`config.mk`:
```
export PLATFORM = sky130hd
export DESIGN_NAME = eaxes_ctrl
export DESIGN_NICKNAME = d
export VERILOG_FILES = /design/src/rtl/eaxes_pkg.sv /design/src/rtl/eaxes_ctrl.sv
export SDC_FILE = /design/constraint.sdc
export NUM_CORES = 1
export LEC_CHECK = 0
export CAP_MARGIN = 0
export CORE_ASPECT_RATIO = 1.2
export CORE_MARGIN = 5
export CORE_UTILIZATION = 30
export CTS_BUF_LIST = sky130_fd_sc_hd__clkbuf_2
export DETAILED_ROUTE_END_ITERATION = 10
export DONT_BUFFER_PORTS = 1
export PLACE_DENSITY = 0.4
export SYNTH_ARGS = -nofsm -noshare
export SYNTH_HDL_FRONTEND = slang
export SYNTH_SLANG_ARGS = --single-unit
export TNS_END_PERCENT = 50
```
`constraint.sdc`:
```
create_clock -name i_clk -period 2.3 [get_ports i_clk]
set_clock_uncertainty 0.1 [all_clocks]
set_input_delay 0 -clock i_clk [delete_from_list [all_inputs] [get_ports i_clk]]
set_output_delay 0 -clock i_clk [all_outputs]
set_load 0.005 [all_outputs]
```
`src/rtl/eaxes_pkg.sv`:
```
// ----------------------------------------------------------------------------
// eaxes_pkg
// Shared types, constants and the micro-op sequence for the Euler angle to
// axes block: register names, post-multiply operations and Q30 helpers.
// ----------------------------------------------------------------------------
package eaxes_pkg;

    // Q30 fixed point: 2^30 is 1.0
    localparam logic signed [31:0] Q30_ONE = 32'sd1073741824;
    localparam logic signed [63:0] Q30_ONE64 = 64'sd1073741824;

    // odd Taylor coefficients of sin(pi/2 * u), Q30
    localparam logic signed [31:0] C1  = 32'sd1686629713;
    localparam logic signed [31:0] C3  = 32'sd693598668;
    localparam logic signed [31:0] C5  = 32'sd85569306;
    localparam logic signed [31:0] C7  = 32'sd5026995;
    localparam logic signed [31:0] C9  = 32'sd172272;
    localparam logic signed [31:0] C11 = 32'sd3864;

    // input opcodes
    localparam logic [2:0] OPC_SET_PITCH = 3'd0;
    localparam logic [2:0] OPC_SET_YAW   = 3'd1;
    localparam logic [2:0] OPC_SET_ROLL  = 3'd2;
    localparam logic [2:0] OPC_OFS_PITCH = 3'd3;
    localparam logic [2:0] OPC_OFS_YAW   = 3'd4;
    localparam logic [2:0] OPC_OFS_ROLL  = 3'd5;

    // result component slots
    localparam int NCOMP = 9;
    localparam logic [3:0] CI_FX = 4'd0;
    localparam logic [3:0] CI_FY = 4'd1;
    localparam logic [3:0] CI_FZ = 4'd2;
    localparam logic [3:0] CI_RX = 4'd3;
    localparam logic [3:0] CI_RY = 4'd4;
    localparam logic [3:0] CI_RZ = 4'd5;
    localparam logic [3:0] CI_DX = 4'd6;
    localparam logic [3:0] CI_DY = 4'd7;
    localparam logic [3:0] CI_DZ = 4'd8;

    // angle select
    localparam logic [1:0] ANG_PITCH = 2'd0;
    localparam logic [1:0] ANG_YAW   = 2'd1;

    // last micro-op index
    localparam logic [5:0] UOP_LAST = 6'd63;

    // register file entries (sin/cos order: pitch, yaw, roll)
    typedef enum logic [3:0] {
        R_U, R_W, R_R, R_T, R_SP, R_CP, R_SY, R_CY,
        R_SR, R_CR, R_FX, R_FY, R_FZ, R_RX, R_RY, R_RZ
    } t_reg;

    // operation applied to the product
    typedef enum logic [3:0] {
        P_RND, P_KSUB, P_SIN, P_SAT, P_NEGSAT, P_SUBT, P_ADDT, P_HOLD, P_XSUB
    } t_post;

    typedef enum logic [2:0] {
        CF_C9, CF_C7, CF_C5, CF_C3, CF_C1
    } t_coef;

    typedef enum logic {
        U_LDU, U_MUL
    } t_kind;

    typedef struct packed {
        t_kind      kind;
        t_reg       a;
        logic       a_c11;
        t_reg       b;
        logic       b_one;
        t_post      post;
        t_coef      coef;
        t_reg       dst;
        logic       mem_we;
        logic       comp_we;
        logic [3:0] comp_idx;
        logic [1:0] ang_sel;
        logic       ang_cos;
    } t_uop;

    typedef struct packed {
        logic capture;
        logic upd;
        logic ldu;
        logic rd;
        logic mul;
        logic post;
        logic out_load;
        t_uop uop;
    } t_dp_cmd;

    function automatic logic signed [31:0] coef_value(input t_coef c);
        logic signed [31:0] v;
        unique case (c)
            CF_C9:   v = C9;
            CF_C7:   v = C7;
            CF_C5:   v = C5;
            CF_C3:   v = C3;
            default: v = C1;
        endcase
        return v;
    endfunction

    // round half away from zero, drop 30 fraction bits
    function automatic logic signed [63:0] rnd30(input logic signed [63:0] p);
        logic [63:0] mag;
        logic [63:0] q;
        mag = p[63] ? 64'(-p) : 64'(p);
        q   = (mag + 64'd536870912) >> 30;
        return p[63] ? -$signed(q) : $signed(q);
    endfunction

    function automatic logic signed [31:0] sat_q30(input logic signed [63:0] v);
        logic signed [63:0] s;
        if (v > Q30_ONE64) begin
            s = Q30_ONE64;
        end else if (v < -Q30_ONE64) begin
            s = -Q30_ONE64;
        end else begin
            s = v;
        end
        return s[31:0];
    endfunction

    function automatic t_uop set_mul(input t_uop base, input t_reg a, input t_reg b,
                                     input t_post p, input t_reg dst, input logic we);
        t_uop u;
        u        = base;
        u.kind   = U_MUL;
        u.a      = a;
        u.b      = b;
        u.post   = p;
        u.dst    = dst;
        u.mem_we = we;
        return u;
    endfunction

    function automatic t_uop set_comp(input t_uop base, input logic [3:0] ci);
        t_uop u;
        u          = base;
        u.comp_we  = 1'b1;
        u.comp_idx = ci;
        return u;
    endfunction

    // micro-op sequence: six sine evaluations, then the axes
    function automatic t_uop uop_at(input logic [5:0] idx);
        t_uop       u;
        logic [2:0] k;
        t_reg       tr;
        k          = idx[5:3];
        tr         = t_reg'(4'(R_SP) + {1'b0, k});
        u.kind     = U_MUL;
        u.a        = R_U;
        u.a_c11    = 1'b0;
        u.b        = R_U;
        u.b_one    = 1'b0;
        u.post     = P_RND;
        u.coef     = CF_C9;
        u.dst      = R_U;
        u.mem_we   = 1'b0;
        u.comp_we  = 1'b0;
        u.comp_idx = CI_FX;
        u.ang_sel  = k[2:1];
        u.ang_cos  = k[0];
        if (idx[5:4] != 2'b11) begin
            unique case (idx[2:0])
                3'd0: u.kind = U_LDU;
                3'd1: u = set_mul(u, R_U, R_U, P_RND, R_W, 1'b1);
                3'd2: begin
                    u       = set_mul(u, R_U, R_W, P_KSUB, R_R, 1'b1);
                    u.a_c11 = 1'b1;
                    u.coef  = CF_C9;
                end
                3'd3: begin
                    u      = set_mul(u, R_R, R_W, P_KSUB, R_R, 1'b1);
                    u.coef = CF_C7;
                end
                3'd4: begin
                    u      = set_mul(u, R_R, R_W, P_KSUB, R_R, 1'b1);
                    u.coef = CF_C5;
                end
                3'd5: begin
                    u      = set_mul(u, R_R, R_W, P_KSUB, R_R, 1'b1);
                    u.coef = CF_C3;
                end
                3'd6: begin
                    u      = set_mul(u, R_R, R_W, P_KSUB, R_R, 1'b1);
                    u.coef = CF_C1;
                end
                default: u = set_mul(u, R_R, R_U, P_SIN, tr, 1'b1);
            endcase
        end else begin
            unique case (idx[3:0])
                4'd0:  u = set_comp(set_mul(u, R_SY, R_CP, P_NEGSAT, R_FX, 1'b1), CI_FX);
                4'd1:  begin
                    u       = set_comp(set_mul(u, R_SP, R_U, P_NEGSAT, R_FY, 1'b1), CI_FY);
                    u.b_one = 1'b1;
                end
                4'd2:  u = set_comp(set_mul(u, R_CY, R_CP, P_SAT, R_FZ, 1'b1), CI_FZ);
                4'd3:  u = set_mul(u, R_SY, R_SP, P_RND, R_T, 1'b1);
                4'd4:  u = set_mul(u, R_T, R_SR, P_RND, R_T, 1'b1);
                4'd5:  u = set_comp(set_mul(u, R_CY, R_CR, P_SUBT, R_RX, 1'b1), CI_RX);
                4'd6:  u = set_comp(set_mul(u, R_CP, R_SR, P_SAT, R_RY, 1'b1), CI_RY);
                4'd7:  u = set_mul(u, R_CY, R_SP, P_RND, R_T, 1'b1);
                4'd8:  u = set_mul(u, R_T, R_SR, P_RND, R_T, 1'b1);
                4'd9:  u = set_comp(set_mul(u, R_SY, R_CR, P_ADDT, R_RZ, 1'b1), CI_RZ);
                4'd10: u = set_mul(u, R_FY, R_RZ, P_HOLD, R_U, 1'b0);
                4'd11: u = set_comp(set_mul(u, R_FZ, R_RY, P_XSUB, R_U, 1'b0), CI_DX);
                4'd12: u = set_mul(u, R_FZ, R_RX, P_HOLD, R_U, 1'b0);
                4'd13: u = set_comp(set_mul(u, R_FX, R_RZ, P_XSUB, R_U, 1'b0), CI_DY);
                4'd14: u = set_mul(u, R_FX, R_RY, P_HOLD, R_U, 1'b0);
                default: u = set_comp(set_mul(u, R_FY, R_RX, P_XSUB, R_U, 1'b0), CI_DZ);
            endcase
        end
        return u;
    endfunction

endpackage

```
`src/rtl/eaxes_ctrl.sv`:
```
// ----------------------------------------------------------------------------
// eaxes_ctrl
// Sequencer: takes an input beat, steps the datapath through the micro-op
// list and hands the finished result to the output register.
// ----------------------------------------------------------------------------
module eaxes_ctrl
    import eaxes_pkg::*;
(
    input  logic    i_clk,
    input  logic    i_rst_n,
    input  logic    i_valid,
    output logic    o_ready,
    output logic    o_valid,
    input  logic    i_ready,
    output t_dp_cmd o_cmd
);

    typedef enum logic [2:0] {
        S_IDLE, S_UPD, S_STEP, S_MUL, S_POST, S_DONE
    } t_state;

    t_state     r_state, n_state;
    logic [5:0] r_idx, n_idx;
    logic       r_valid, n_valid;
    t_uop       cur;

    assign cur     = uop_at(r_idx);
    assign o_ready = (r_state == S_IDLE);
    assign o_valid = r_valid;

    // decode commands and next state
    always_comb begin
        n_state        = r_state;
        n_idx          = r_idx;
        n_valid        = r_valid;
        o_cmd          = '0;
        o_cmd.uop      = cur;
        if (r_valid && i_ready) begin
            n_valid = 1'b0;
        end
        unique case (r_state)
            S_IDLE: begin
                if (i_valid) begin
                    o_cmd.capture = 1'b1;
                    n_state       = S_UPD;
                end
            end
            S_UPD: begin
                o_cmd.upd = 1'b1;
                n_idx     = '0;
                n_state   = S_STEP;
            end
            S_STEP: begin
                if (cur.kind == U_LDU) begin
                    o_cmd.ldu = 1'b1;
                    n_idx     = r_idx + 6'd1;
                end else begin
                    o_cmd.rd = 1'b1;
                    n_state  = S_MUL;
                end
            end
            S_MUL: begin
                o_cmd.mul = 1'b1;
                n_state   = S_POST;
            end
            S_POST: begin
                o_cmd.post = 1'b1;
                if (r_idx == UOP_LAST) begin
                    n_state = S_DONE;
                end else begin
                    n_idx   = r_idx + 6'd1;
                    n_state = S_STEP;
                end
            end
            default: begin
                if (!r_valid || i_ready) begin
                    o_cmd.out_load = 1'b1;
                    n_valid        = 1'b1;
                    n_state        = S_IDLE;
                end
            end
        endcase
    end

    // hold state, index and output valid
    always_ff @(posedge i_clk) begin
        if (!i_rst_n) begin
            r_state <= S_IDLE;
            r_idx   <= '0;
            r_valid <= 1'b0;
        end else begin
            r_state <= n_state;
            r_idx   <= n_idx;
            r_valid <= n_valid;
        end
    end

`ifndef SYNTH
    a_load_free: assert property (@(posedge i_clk) disable iff (!i_rst_n)
        o_cmd.out_load |-> (!r_valid || i_ready))
        else $error("result loaded over a pending beat");
    a_accept_upd: assert property (@(posedge i_clk) disable iff (!i_rst_n)
        (i_valid && o_ready) |=> (r_state == S_UPD))
        else $error("accepted beat not followed by update");
    a_last_done: assert property (@(posedge i_clk) disable iff (!i_rst_n)
        (r_state == S_POST && r_idx == UOP_LAST) |=> (r_state == S_DONE))
        else $error("sequence did not finish after last micro-op");
`endif

endmodule

```
==> results of run 1 <==
[cells by family (layout without fill, tap and decap cells)]
logic type / count (synthesis) / count (layout) / share of synthesized area (%)
and+or+nand+nor: 93 / 93 / 35.11
AOI/OAI and AO/OA: 70 / 70 / 32.28
buffers and inverters: 35 / 25 / 12.62
DFF: 10 / 10 / 13.73
adders and majority gates: 4 / 4 / 3.434
muxes: 3 / 3 / 2.232
xor gates and xnor gates: 1 / 1 / 0.6010
[placed cells by master (no fill, tap or decap), types with 3 or more instances in the layout]
master | synthesis | routed
nor2_1 | 19 | 18
nand2_1 | 17 | 17
nor3_1 | 12 | 12
o21ai_0 | 13 | 12
a21oi_1 | 11 | 11
buf_4 | 6 | 11
dfxtp_1 | 10 | 9
nor2b_1 | 8 | 8
inv_1 | 7 | 7
a31oi_1 | 7 | 7
nand2b_1 | 6 | 6
a211oi_1 | 5 | 5
and3_1 | 5 | 5
o21ai_1 | 4 | 5
o21bai_1 | 4 | 4
and2_1 | 4 | 4
nand3_1 | 4 | 4
nand4_1 | 4 | 4
ha_1 | 4 | 4
a22oi_1 | 3 | 3
clkbuf_2 | 0 | 3
[layer usage]
| metal | share of wire [%] | vias up | track usage (%) |
|---|---|---|---|
| li1 | - | 764 | - |
| met1 | 43 | 732 | 18.88 |
| met2 | 51 | 46 | 26.77 |
| met3 | 5.6 | 4 | 2.088 |
| met4 | 0.78 | 0 | 4.119 |
| met5 | 0 | - | 0 |
[critical path, stage by stage, from the launching register on]
cell and delay (ns):
dfxtp_1 0.42, inv_1 0.10, ha_1 0.20, buf_4 0.19, nor4_1 0.43, a21oi_1 0.14
a31oi_1 0.20, o21ai_1 0.10
[stage by stage]
step	std cells	total power, mW
2_1_floorplan	216	0.4132
3_3_place_gp	259	0.4743
3_5_place_dp	259	0.4753
4_1_cts	264	0.5749
5_1_grt	264	0.6280
6_report	264	0.5752
[area by class of cell]
type	count	area share (%)
repair buffers	14	8.053
inverters	8	1.972
clock buffers	3	0.9860
multi-input cells	171	70.99
flip-flops and latches	10	13.23
well taps	58	4.766
[what timing repair did]
item / CTS / global route
gates resized for setup: 0 / 4
hold buffers: 2 / 0
endpoints found under the setup margin: 0 / 6
hold endpoints to repair: 10 / 0
[worst min path at each step]
| stage | to | slack, ns | cells past startpoint |
|---|---|---|---|
| global route | o_cmd[37] | 0.03 | 1 |
| CTS | o_cmd[37] | 0.03 | 1 |
| finish | o_cmd[37] | 0.02 | 1 |
| global placement | o_cmd[37] | 0.02 | 1 |
| floorplan | o_cmd[37] | 0.01 | 1 |
| detailed placement | o_cmd[37] | 0.03 | 1 |
[state kept, by name, indices dropped and copies added (netlist names)]
name     cells
r_idx        6
r_state      3
o_valid      1
[power groups by stage]
stage | clock network [mW] | logic, mW | registers, mW
after floorplan | 0 | 0.220 | 0.193
after global placement | 0 | 0.276 | 0.199
after detailed placement | 0 | 0.276 | 0.199
after CTS | 0.0973 | 0.282 | 0.195
after global routing | 0.109 | 0.320 | 0.199
final | 0.0931 | 0.286 | 0.196
==> run_results.csv, run 1 <==
group,metric,value,unit
synthesis,synthTopCellsByCount,"nor2_1 (19), nand2_1 (17), o21ai_0 (13)",
global_route,grt_pass1_vias,1498,
drt,wl_per_cell,18.05,um
global_route,overflow,0,
global_route,grt_max_degree,29,
synthesis,syn_avg_cell_area,6.748,um^2
final_layout,multi_input_area,1081,um^2
final_layout,nets,216,
timing,fin_crit_sh,92.30,%
timing,worst_slack,0.1770,ns
die,die_x,73.63,um
global_route,grt.total_usage,15.17,%
synthesis,syn_area,1458,um^2
cts,cts_setup_buffers,0,
critical_path,end_kind,"output port",
drt,drt_first_pass_iters,5,
pwr,p_int,0.3329,mW
timing,worst_slew_pin_slew,0.4789,ns
critical_path,endpoint,"o_cmd[10]",
synthesis,ys_seq_elements,10,
pwr,swShare,42.12,%
worst_hold_path,hp-class,"in2out",
drt,dr_total_vias,1546,
die,dieArea,6358,um^2
cts,clk_pin_slew,0.09,ns
synthesis,synth_edf_count,0,
place,hpwl,3649,um
cts,htree_levels,1,
synthesis,synth_most_common_cell,"nor2_1",
drt,viasPerCell,5.856,
global_route,antenna_found_initial,0,
critical_path,crit_arrival,2.02,ns
pwr,power_density,377.8,nW/um^2
final_layout,syn2layout_area_growth,4.463,%
worst_hold_path,hp-start,"i_valid",
cts,numCtsBuffers,3,
die,die_h,86.36,um
synthesis,synthesis.nets,224,
final_layout,final_layout_size_suffix_gt1_share,15.05,%
critical_path,start_kind,"flop",
cts,clk_path_buf_depth,2,
run,drv_cap,0,
synthesis,ys_async_sr_fraction,0,%
die,start_util,31.27,%
synthesis,syn_inst,216,
global_route,grt_pass1_wl,7686,um
synthesis,synth_warnings,0,
critical_path,critPathMaxFanout,17,
final_layout,final_util,32.66,%
place,numPortBuffers,0,
pwr,power_frac_comb,49.7,%
timing,timing.fmax,471.0,MHz
pwr,seq_power_share,34.1,%
cts,root_buffer,"clkbuf_2",
timing,relSlewSlack,67.86,%
critical_path,startpoint,"r_idx[1]",
cts,cts_tree,"built",
place,dpl_worst_slack,0.4148,ns
drt,drc,0,
pwr,clkPwrFrac,16.2,%
cts,clk_latency,0.25,ns
drt,drt_wl_total,4765,um
critical_path,worstReg2RegStart,"r_idx[1]",
pwr,peakVddDrop,0.1869,mV
die,rows,27,
final_layout,regArea,201.4,um^2
pwr,net-switching-power,0.2423,mW
final_layout,final_area,1523,um^2
synthesis,synth-seq-area-share,13.73,%
synthesis,synth_area_leader_cell,"dfxtp_1",
drt,drt_iter0_markers,138,
timing,fin_hold_ws,0.02335,ns
place,place.gp.congestion,0.7935,
synthesis,ys_dominant_reg_cell,"dfxtp_1",
timing,fin_tns_setup,0,ns
die,core_area,4662,um^2
synthesis,netlist.area_leader.share,13.73,%
timing,hold_violations,0,
critical_path,required,2.20,ns
drt,antenna_left,0,
synthesis,synth.area.top_cells,"dfxtp_1 (14%), nor2_1 (4.9%), o21ai_0 (4.5%)",
timing,grt_setup_unrepaired,"false",
final_layout,n_fill_cell,524,
status,outcome,"complete, no violations",
timing,slew_viol_final,0,
pwr,leakagePower,0.5795,nW
cts,cts_sinks,10,
timing,min_period,2.123,ns
die,ioPinCount,44,
final_layout,antenna_cells,0,
critical_path,r2r-end,"r_idx[5]",
critical_path,worstSetupPathType,"reg2out",
critical_path,rrSetupSlack,0.43,ns
place,place_area,1479,um^2
critical_path,rr_worst_depth,7,
synthesis,yosysUniqueCellTypes,56,
timing,setup_violations,0,
Note: power is estimated with default switching activity, not from simulation.
==> run 2: changes to the inputs <==
CORE_ASPECT_RATIO = default   (was 1.2)
==> run 2 against run 1 <==
Net effect: hold slack got worse by 0.0022 ns; design area increased by 0.66%; critical path depth unchanged; sequential power about the same; final cell count increased by 3.4%; die area about the same; routed wire length increased by 3.4%; power increased by 2.0%; global-route usage about the same; first-iteration DRC count decreased by 15%; combinational power about the same; critical endpoint unchanged; largest cell class unchanged.
==> run_results.csv, run 2 (synthesis results as in run 1) <==
group,metric,value,unit
worst_hold_path,min_delay_path_depth,1,
status,outcome,"complete, no violations",
worst_hold_path,hp-start,"i_valid",
pwr,peakVddDrop,0.1575,mV
timing,fin_hold_ws,0.02119,ns
final_layout,most-common-layout-cells,"nor2_1 (18), nand2_1 (17), o21ai_0 (12), buf_4 (12)",
die,die_h,79.71,um
global_route,grt_pass1_vias,1498,
cts,numCtsBuffers,3,
timing,grt_setup_unrepaired,"false",
die,start_util,30.86,%
global_route,grt_max_degree,23,
die,rows,25,
final_layout,final_util,32.45,%
place,numPortBuffers,0,
drt,drt_iter0_markers,117,
critical_path,cp_slowest_stage_delay,0.44,ns
timing,fin_tns_setup,0,ns
global_route,overflow,0,
drt,wl_per_cell,18.04,um
final_layout,final_layout_size_suffix_gt1_share,16.02,%
final_layout,final_area,1533,um^2
global_route,use_met1,21.18,%
cts,htree_levels,1,
global_route,grt_pass1_wl,7714,um
place,place.gp.congestion,0.8260,
pwr,power_density,382.7,nW/um^2
timing,slew_viol_final,0,
drt,dr_total_vias,1584,
final_layout,nets,216,
timing,min_period,2.131,ns
final_layout,syn2layout_area_growth,5.150,%
global_route,grt.total_usage,15.14,%
drt,viasPerCell,5.802,
final_layout,largest_register_ffs,6,
cts,cts_sinks,10,
pwr,power,0.5865,mW
die,ioPinCount,44,
global_route,grt_use_met2,23.37,%
drt,antenna_left,0,
worst_hold_path,hp-class,"in2out",
global_route,use_met3,3.950,%
run,drv_cap,0,
drt,drt_wl_total,4926,um
critical_path,startpoint,"r_idx[1]",
cts,clk_pin_slew,0.10,ns
final_layout,regArea,201.4,um^2
critical_path,r2r-end,"r_idx[5]",
cts,clk_latency,0.26,ns
critical_path,path_cells,"inv_1 -> ha_1 -> buf_4 -> nor4_2 -> a21oi_1 -> a31oi_1 -> o21ai_1",
global_route,antenna_found_initial,0,
cts,cts_tree,"built",
final_layout,antenna_cells,0,
critical_path,rrSetupSlack,0.39,ns
critical_path,crit_arrival,2.03,ns
timing,setup_violations,0,
die,die_x,79.71,um
drt,drc,0,
timing,hold_violations,0,
critical_path,required,2.20,ns
critical_path,slowest_stage,"dfxtp_1",
timing,fin_crit_sh,92.66,%
critical_path,critPathMaxFanout,16,
drt,drt_first_pass_iters,4,
cts,cts_setup_buffers,0,
critical_path,start_kind,"flop",
timing,timing.fmax,469.2,MHz
timing,worst_slew_pin_slew,0.5134,ns
worst_hold_path,min_to,"o_cmd[37]",
cts,root_buffer,"clkbuf_2",
critical_path,worstSetupPathType,"reg2out",
final_layout,layout_commonest_cell,"nor2_1",
timing,relSlewSlack,65.54,%
critical_path,end_kind,"output port",
place,place_area,1478,um^2
cts,clk_path_buf_depth,2,
final_layout,n_fill_cell,533,
critical_path,rr_worst_depth,4,
die,dieArea,6353,um^2
global_route,grt-busiest-layer,"met2",
pwr,leakagePower,0.5792,nW
final_layout,multi_input_area,1092,um^2
die,core_area,4723,um^2
place,hpwl,3649,um
critical_path,worstReg2RegStart,"r_idx[2]",
final_layout,regMostFlops,"r_idx",
-- run 2: cell counts in the layout (fill, tap and decap cells not counted) --
Identical to the previous run, type by type.
-- run 2: what timing repair did --
action	in CTS	in global routing
hold endpoints to repair	10	0
endpoints found under the setup margin	0	4
hold buffers	2	0
resized for setup	0	6
-- run 2: layout make-up --
cell class,count,area share [%]
clock buffers,3,0.9796
repair buffers,14,7.184
multi-input cells,171,71.27
inverters,8,1.959
well taps,67,5.469
flip-flops and latches,10,13.14
-- run 2: critical path, delay by kind of cell, from the launching register on --
kind / cells / cell delay [ns]
AOI/OAI and AO/OA: 3 / 0.45
DFF: 1 / 0.44
buffers and inverters: 2 / 0.31
and+or+nand+nor: 1 / 0.36
adders and majority gates: 1 / 0.22
-- run 2: how the worst max path moves through the flow --
stage,end,slack (ns),cells after the start
6_report,o_cmd[10],0.17,7
4_1_cts,o_cmd[10],0.06,6
5_1_grt,o_cmd[21],0.05,6
3_3_place_gp,o_cmd[10],0.29,6
2_1_floorplan,r_idx[5],0.43,7
3_5_place_dp,o_cmd[10],0.36,6
-- run 2: metal layers --
layer / part of all wire, % / vias up
li1: - / 763
met1: 45 / 756
met2: 45 / 61
met3: 8.5 / 4
met4: 0.77 / 0
met5: 0 / -
-- run 2: power breakdown --
part	total [mW]	internal [mW]	leakage [nW]	switching, mW
clock network	0.101	0.0356	0.0125	0.0653
registers	0.198	0.182	0.0815	0.0153
logic	0.288	0.117	0.485	0.171
-- run 2: metrics by stage --
| step | instances | setup WS, ns |
|---|---|---|
| global route | 273 | 0.05442 |
| detailed placement | 268 | 0.3584 |
| finish | 273 | 0.1689 |
| CTS | 273 | 0.06113 |
| global placement | 268 | 0.2867 |
| floorplan | 216 | 0.4278 |
